--- src/rtl/efq_pkg.sv ---
// Package for the quaternion to Euler angle block: payload structs, pipeline
// structs, widths and the CORDIC arctangent table.
// No dependencies.
`default_nettype none
package efq_pkg;

    localparam int CORDIC_STAGES = 16;
    localparam int SQRT_STEPS    = 16;
    localparam int LANE_W        = 36;
    localparam int ANG_W         = 34;
    localparam int TOL_W         = 10;
    localparam logic [TOL_W-1:0] TOL_RESET = 10'd16;

    typedef struct packed {
        logic signed [15:0] quat_w;
        logic signed [15:0] quat_x;
        logic signed [15:0] quat_y;
        logic signed [15:0] quat_z;
    } in_t;

    typedef struct packed {
        logic signed [15:0] heading_angle;
        logic signed [15:0] pitch_angle;
        logic signed [15:0] bank_angle;
        logic               gimbal_lock;
    } out_t;

    typedef struct packed {
        logic                     vld;
        logic                     lock;
        logic                     spos;
        logic signed [15:0]       s;
        logic signed [LANE_W-1:0] h_y;
        logic signed [LANE_W-1:0] h_x;
        logic signed [LANE_W-1:0] b_y;
        logic signed [LANE_W-1:0] b_x;
        logic [30:0]              rem;
        logic [30:0]              res;
    } sqrt_t;

    typedef struct packed {
        logic                     zero;
        logic signed [LANE_W-1:0] x;
        logic signed [LANE_W-1:0] y;
        logic signed [ANG_W-1:0]  z;
    } lane_t;

    typedef struct packed {
        logic  vld;
        logic  lock;
        logic  spos;
        lane_t h;
        lane_t p;
        lane_t b;
    } trio_t;

    function automatic logic signed [ANG_W-1:0] atan_val(input logic [4:0] idx);
        logic signed [ANG_W-1:0] v;
        case (idx)
            5'd0:  v = 34'sh020000000;
            5'd1:  v = 34'sh012E4051D;
            5'd2:  v = 34'sh009FB385B;
            5'd3:  v = 34'sh0051111D4;
            5'd4:  v = 34'sh0028B0D43;
            5'd5:  v = 34'sh00145D7E1;
            5'd6:  v = 34'sh000A2F61E;
            5'd7:  v = 34'sh000517C55;
            5'd8:  v = 34'sh00028BE53;
            5'd9:  v = 34'sh000145F2F;
            5'd10: v = 34'sh0000A2F98;
            5'd11: v = 34'sh0000517CC;
            5'd12: v = 34'sh000028BE6;
            5'd13: v = 34'sh0000145F3;
            5'd14: v = 34'sh000000A2F9;
            5'd15: v = 34'sh00000517C;
            5'd16: v = 34'sh0000028BE;
            5'd17: v = 34'sh00000145F;
            5'd18: v = 34'sh000000A2F;
            5'd19: v = 34'sh000000517;
            5'd20: v = 34'sh00000028B;
            5'd21: v = 34'sh000000145;
            5'd22: v = 34'sh0000000A2;
            5'd23: v = 34'sh000000051;
            default: v = '0;
        endcase
        return v;
    endfunction

endpackage
`default_nettype wire

--- src/rtl/efq_sqrt_cell.sv ---
// One digit of the restoring integer square root, one result bit per cell.
// Depends on efq_pkg.
`default_nettype none
module efq_sqrt_cell (
    input  wire logic          aclk,
    input  wire logic          aresetn,
    input  wire logic          adv,
    input  wire logic [3:0]    step_idx,
    input  wire efq_pkg::sqrt_t din,
    output efq_pkg::sqrt_t     dout
);

    efq_pkg::sqrt_t cell_reg;
    efq_pkg::sqrt_t cell_next;
    logic [30:0]    bitv;
    logic [31:0]    trial;

    always_comb begin
        bitv      = 31'd1 << {step_idx, 1'b0};
        trial     = 32'(din.res) + 32'(bitv);
        cell_next = din;
        if (32'(din.rem) >= trial) begin
            cell_next.rem = 31'(32'(din.rem) - trial);
            cell_next.res = (din.res >> 1) + bitv;
        end else begin
            cell_next.res = din.res >> 1;
        end
    end

    always_ff @(posedge aclk) begin
        if (!aresetn) begin
            cell_reg.vld <= 1'b0;
        end else if (adv) begin
            cell_reg.vld <= din.vld;
        end
        if (adv) begin
            cell_reg.lock <= cell_next.lock;
            cell_reg.spos <= cell_next.spos;
            cell_reg.s    <= cell_next.s;
            cell_reg.h_y  <= cell_next.h_y;
            cell_reg.h_x  <= cell_next.h_x;
            cell_reg.b_y  <= cell_next.b_y;
            cell_reg.b_x  <= cell_next.b_x;
            cell_reg.rem  <= cell_next.rem;
            cell_reg.res  <= cell_next.res;
        end
    end

    assign dout = cell_reg;

endmodule
`default_nettype wire

--- config.mk ---
export PLATFORM = sky130hd
export DESIGN_NAME = efq_sqrt_cell
export DESIGN_NICKNAME = d
export VERILOG_FILES = /design/src/rtl/efq_pkg.sv /design/src/rtl/efq_sqrt_cell.sv
export SDC_FILE = /design/constraint.sdc
export NUM_CORES = 1
export LEC_CHECK = 0
export BUFFER_PORTS_ARGS = -buffer_cell sky130_fd_sc_hd__buf_2
export CORE_AREA = 3 3 178 180
export CTS_CLUSTER_DIAMETER = 100
export DETAILED_ROUTE_END_ITERATION = 12
export DIE_AREA = 0 0 181 183
export SYNTH_ARGS = -nofsm -noshare
export SYNTH_HDL_FRONTEND = slang
export SYNTH_SLANG_ARGS = --single-unit
--- constraint.sdc ---
create_clock -name aclk -period 14.63 [get_ports aclk]
set_clock_uncertainty 0.05 [all_clocks]
set_input_delay 1.463 -clock aclk [delete_from_list [all_inputs] [get_ports aclk]]
set_output_delay 1.463 -clock aclk [all_outputs]
set_load 0.05 [all_outputs]
==> flow_metrics.env <==
export IMPL_io_pins=457
export IMPL_yosysWarnings=0
export IMPL_post_cts_resized=0
export IMPL_gr_total_overflow=0
export IMPL_tightest_slew_ns=0.9103
export IMPL_crit_path_start_kind="input pin"
export IMPL_grtUsageMet1=0.2664
export IMPL_drc=0
export IMPL_synthMuxAreaShare=0.01406
export IMPL_synth_cell_types=69
export IMPL_p_sw_mw=0.6516
export IMPL_antenna_found_initial=9
export IMPL_grt_use_met3=0.06109
export IMPL_synthXorXnorAreaFrac=0.07163
export IMPL_largest_reg_flops=225
export IMPL_grt_util_met2=0.3650
export IMPL_r2r_start="dout[224]"
export IMPL_synthAdderAreaFrac=0.07287
export IMPL_crit_family="compound AO/OA/AOI/OAI gates"
export IMPL_crit_buf_inv=3
export IMPL_io_buffers=456
export IMPL_cap_violations=0
export IMPL_netSwitchingFraction=0.3246
export IMPL_ctsHoldBuffers=0
export IMPL_fmax_mhz=133.7
export IMPL_combPwrFrac=0.253
export IMPL_busiest_layer="met2"
export IMPL_path_common_cell="ha_1"
export IMPL_drtAntennaViolNets=0
export IMPL_clk_latency_ns=0.52
export IMPL_setup_worst_path_start="step_idx[2]"
export IMPL_finalHoldViolCount=0
export IMPL_dp_hpwl_um=29740
export IMPL_rsz0062_at_grt="no"
export IMPL_arrival_ns=7.70
export IMPL_outcome="finished clean"
export IMPL_synth_top_flop_cell="edfxtp_1"
export IMPL_synth_edf_count=224
export IMPL_leakagePower_nw=6.243
export IMPL_drtIter0Drc=613
export IMPL_grt_max_degree=96
export IMPL_maxSlewViolCount=0
export IMPL_reg2regPathDepth=2
export IMPL_fillers=2813
export IMPL_firstDrtPassIters=5
export IMPL_cts_tree="built"
export IMPL_critical_path_max_fanout=64
export IMPL_nets=1624
export IMPL_relSlewSlack=0.3931
export IMPL_worstSetupEndpointType="flop"
export IMPL_wl_per_cell_um=21.31
export IMPL_multi_input_area_mm2=0.004170
export IMPL_required_ns=14.85
export IMPL_synth_nets=1157
export IMPL_syn_inst=864
export IMPL_grt_use_total=0.2128
export IMPL_slowest_stage="nor4_1"
export IMPL_synthSimpleGateAreaFrac=0.09749
export IMPL_ys_seq_area_frac=0.6063
export IMPL_finalCritPeriodShare=0.5113
export IMPL_reg2reg_slack_ns=13.92
export IMPL_finalSetupViolCount=0
export IMPL_area_delta_synth_final_pct=32.45
export IMPL_cts_setup_buffers=0
export IMPL_crit_chain="buf_2, nor4_1, ha_1, ha_1, maj3_1, a21oi_1, o21bai_1, a311o_1, a31oi_1, nor2_1, o21ai_0, xor2_1, ha_1, nand4_1, nor4_2, inv_1, o311ai_1, o21ai_0, a21oi_1, nand2_2, buf_4, a211oi_1, xnor2_1"
export IMPL_die_h_um=183
export IMPL_crit_cells=23
export IMPL_worstHoldPathType="flop to flop"
export IMPL_finalWirelength_um=37330
export IMPL_period_minus_slack_ns=7.480
export IMPL_synth_area_mm2=0.01113
export IMPL_coreArea_mm2=0.03035
export IMPL_cts_max_level=1
export IMPL_final_cell_area_mm2=0.01474
export IMPL_cts_num_sinks=225
export IMPL_peakVddDrop_mv=0.07426
export IMPL_critPathMaxStageDelay_ns=0.61
export IMPL_placed_area_mm2=0.01380
export IMPL_pwr_share_clk=0.348
export IMPL_crit_type="input pin to flop"
export IMPL_cts_buffers=26
export IMPL_clk_pin_slew_ns=0.06
export IMPL_fp_dieW_um=181
export IMPL_grt_pass1_vias=8606
export IMPL_viasPerCell=4.994
export IMPL_tns_ns=0
export IMPL_die_area_mm2=0.03312
export IMPL_vias=8749
export IMPL_root_buffer="clkbuf_16"
export IMPL_routabilityCongestion=0.8539
export IMPL_initial_utilization=0.3666
export IMPL_synth_top_family_by_area="compound AO/OA/AOI/OAI gates"
export IMPL_rows=64
export IMPL_clockBufferDepth=3
export IMPL_p_int_mw=1.356
export IMPL_async_reset_ff_frac=0
export IMPL_grt_pass1_wl_um=53790
export IMPL_p_per_area_mw_per_mm2=136.2
export IMPL_syn_area_per_cell_um2=12.88
export IMPL_layout_drive_gt1_share=0.3938
export IMPL_synth_compound_area_frac=0.1187
export IMPL_synth_seq_cells=225
export IMPL_min_delay_start="dout[224]"
export IMPL_power_share_sequential=0.399
export IMPL_whs_path_depth=2
export IMPL_ff_latch_area_mm2=0.006746
cells in the mapped netlist (4+ instances only):
cell	number	share of area
a21o_1	8	0.0054
mux2_4	9	0.012
a31oi_1	22	0.012
clkbuf_1	6	0.0020
xor2_1	49	0.039
buf_4	5	0.0034
edfxtp_1	224	0.60
a31o_2	5	0.0039
or2_2	4	0.0022
and2_1	5	0.0028
a311oi_1	5	0.0039
nand4_1	11	0.0062
maj3_1	4	0.0036
o21ai_0	73	0.033
nand2b_1	10	0.0056
nor2b_1	9	0.0051
xnor2_1	42	0.033
and3_1	8	0.0045
nor3_1	11	0.0049
a21oi_1	43	0.019
nand2_1	95	0.032
o211ai_1	4	0.0027
o21bai_1	6	0.0040
nor2_1	53	0.018
inv_1	19	0.0064
a211oi_1	4	0.0027
ha_1	60	0.067
a21boi_0	4	0.0027
nand3_1	8	0.0036
stage by stage:
step           total power [mW]  instances  hold slack (ns)  setup slack [ns]  utilization
2_1_floorplan             1.173        864           0.6929             8.291            -
3_3_place_gp              1.321       1699           0.5009             6.831       0.4547
3_5_place_dp              1.324       1699           0.5073             6.562       0.4547
4_1_cts                   2.030       1747           0.5174             7.108       0.4852
5_1_grt                   2.086       1747           0.5354             6.390       0.4852
6_report                  2.007       1752           0.5225             7.150       0.4856
cell families after synthesis:
kind of cell / Yosys count
xor+xnor: 91
buf+inv: 39
flops: 225
compound gates: 206
simple gates: 227
fa+ha+maj: 65
mux: 11
power by group through the flow:
stage | combinational [mW] | clock, mW | sequential [mW]
after global routing | 0.539 | 0.742 | 0.805
after floorplan | 0.145 | 0 | 1.03
after global placement | 0.508 | 0 | 0.813
after detailed placement | 0.511 | 0 | 0.813
after CTS | 0.513 | 0.716 | 0.801
final | 0.508 | 0.699 | 0.800
placed cells by master, fill, tap and decap left out, drive strengths merged, types with 19 or more instances in the layout:
| cell | instances |
|---|---|
| a21oi | 46 |
| a31oi | 22 |
| buf | 459 |
| clkbuf | 30 |
| edfxtp | 224 |
| ha | 60 |
| inv | 19 |
| nand2 | 96 |
| nor2 | 53 |
| o21ai | 76 |
| xnor2 | 42 |
| xor2 | 49 |
worst paths after layout:
kind                             endpoint
worst max-delay path             dout[23]
worst min-delay path            dout[224]
worst max register to register  dout[224]
worst min register to register  dout[224]
metal layers:
| layer | share of wire | wire length, µm | up-vias |
|---|---|---|---|
| met3 | 0.081 | 3040 | 63 |
| met4 | 0.025 | 929 | 12 |
| met1 | 0.41 | 15130 | 4139 |
| met5 | 0.0018 | 69 | - |
| met2 | 0.49 | 18160 | 343 |
| li1 | - | - | 4192 |
layout make-up:
| type | count | share of cell area |
|---|---|---|
| Timing Repair Buffer | 459 | 0.1571 |
| Clock buffer | 30 | 0.04661 |
| Clock inverter | 18 | 0.01630 |
| Sequential cell | 225 | 0.4578 |
| Multi-Input combinational cell | 600 | 0.2830 |
| Antenna cell | 5 | 0.0008490 |
| Tap cell | 396 | 0.03362 |
| Inverter | 19 | 0.004839 |
worst reg2reg max path, delay by kind of cell, from the launching register on:
family,cells,cell delay [ns]
DFF,1,0.37
and+or+nand+nor,1,0.13
muxes,1,0.09
No activity file was read; power rests on OpenSTA's default activity.
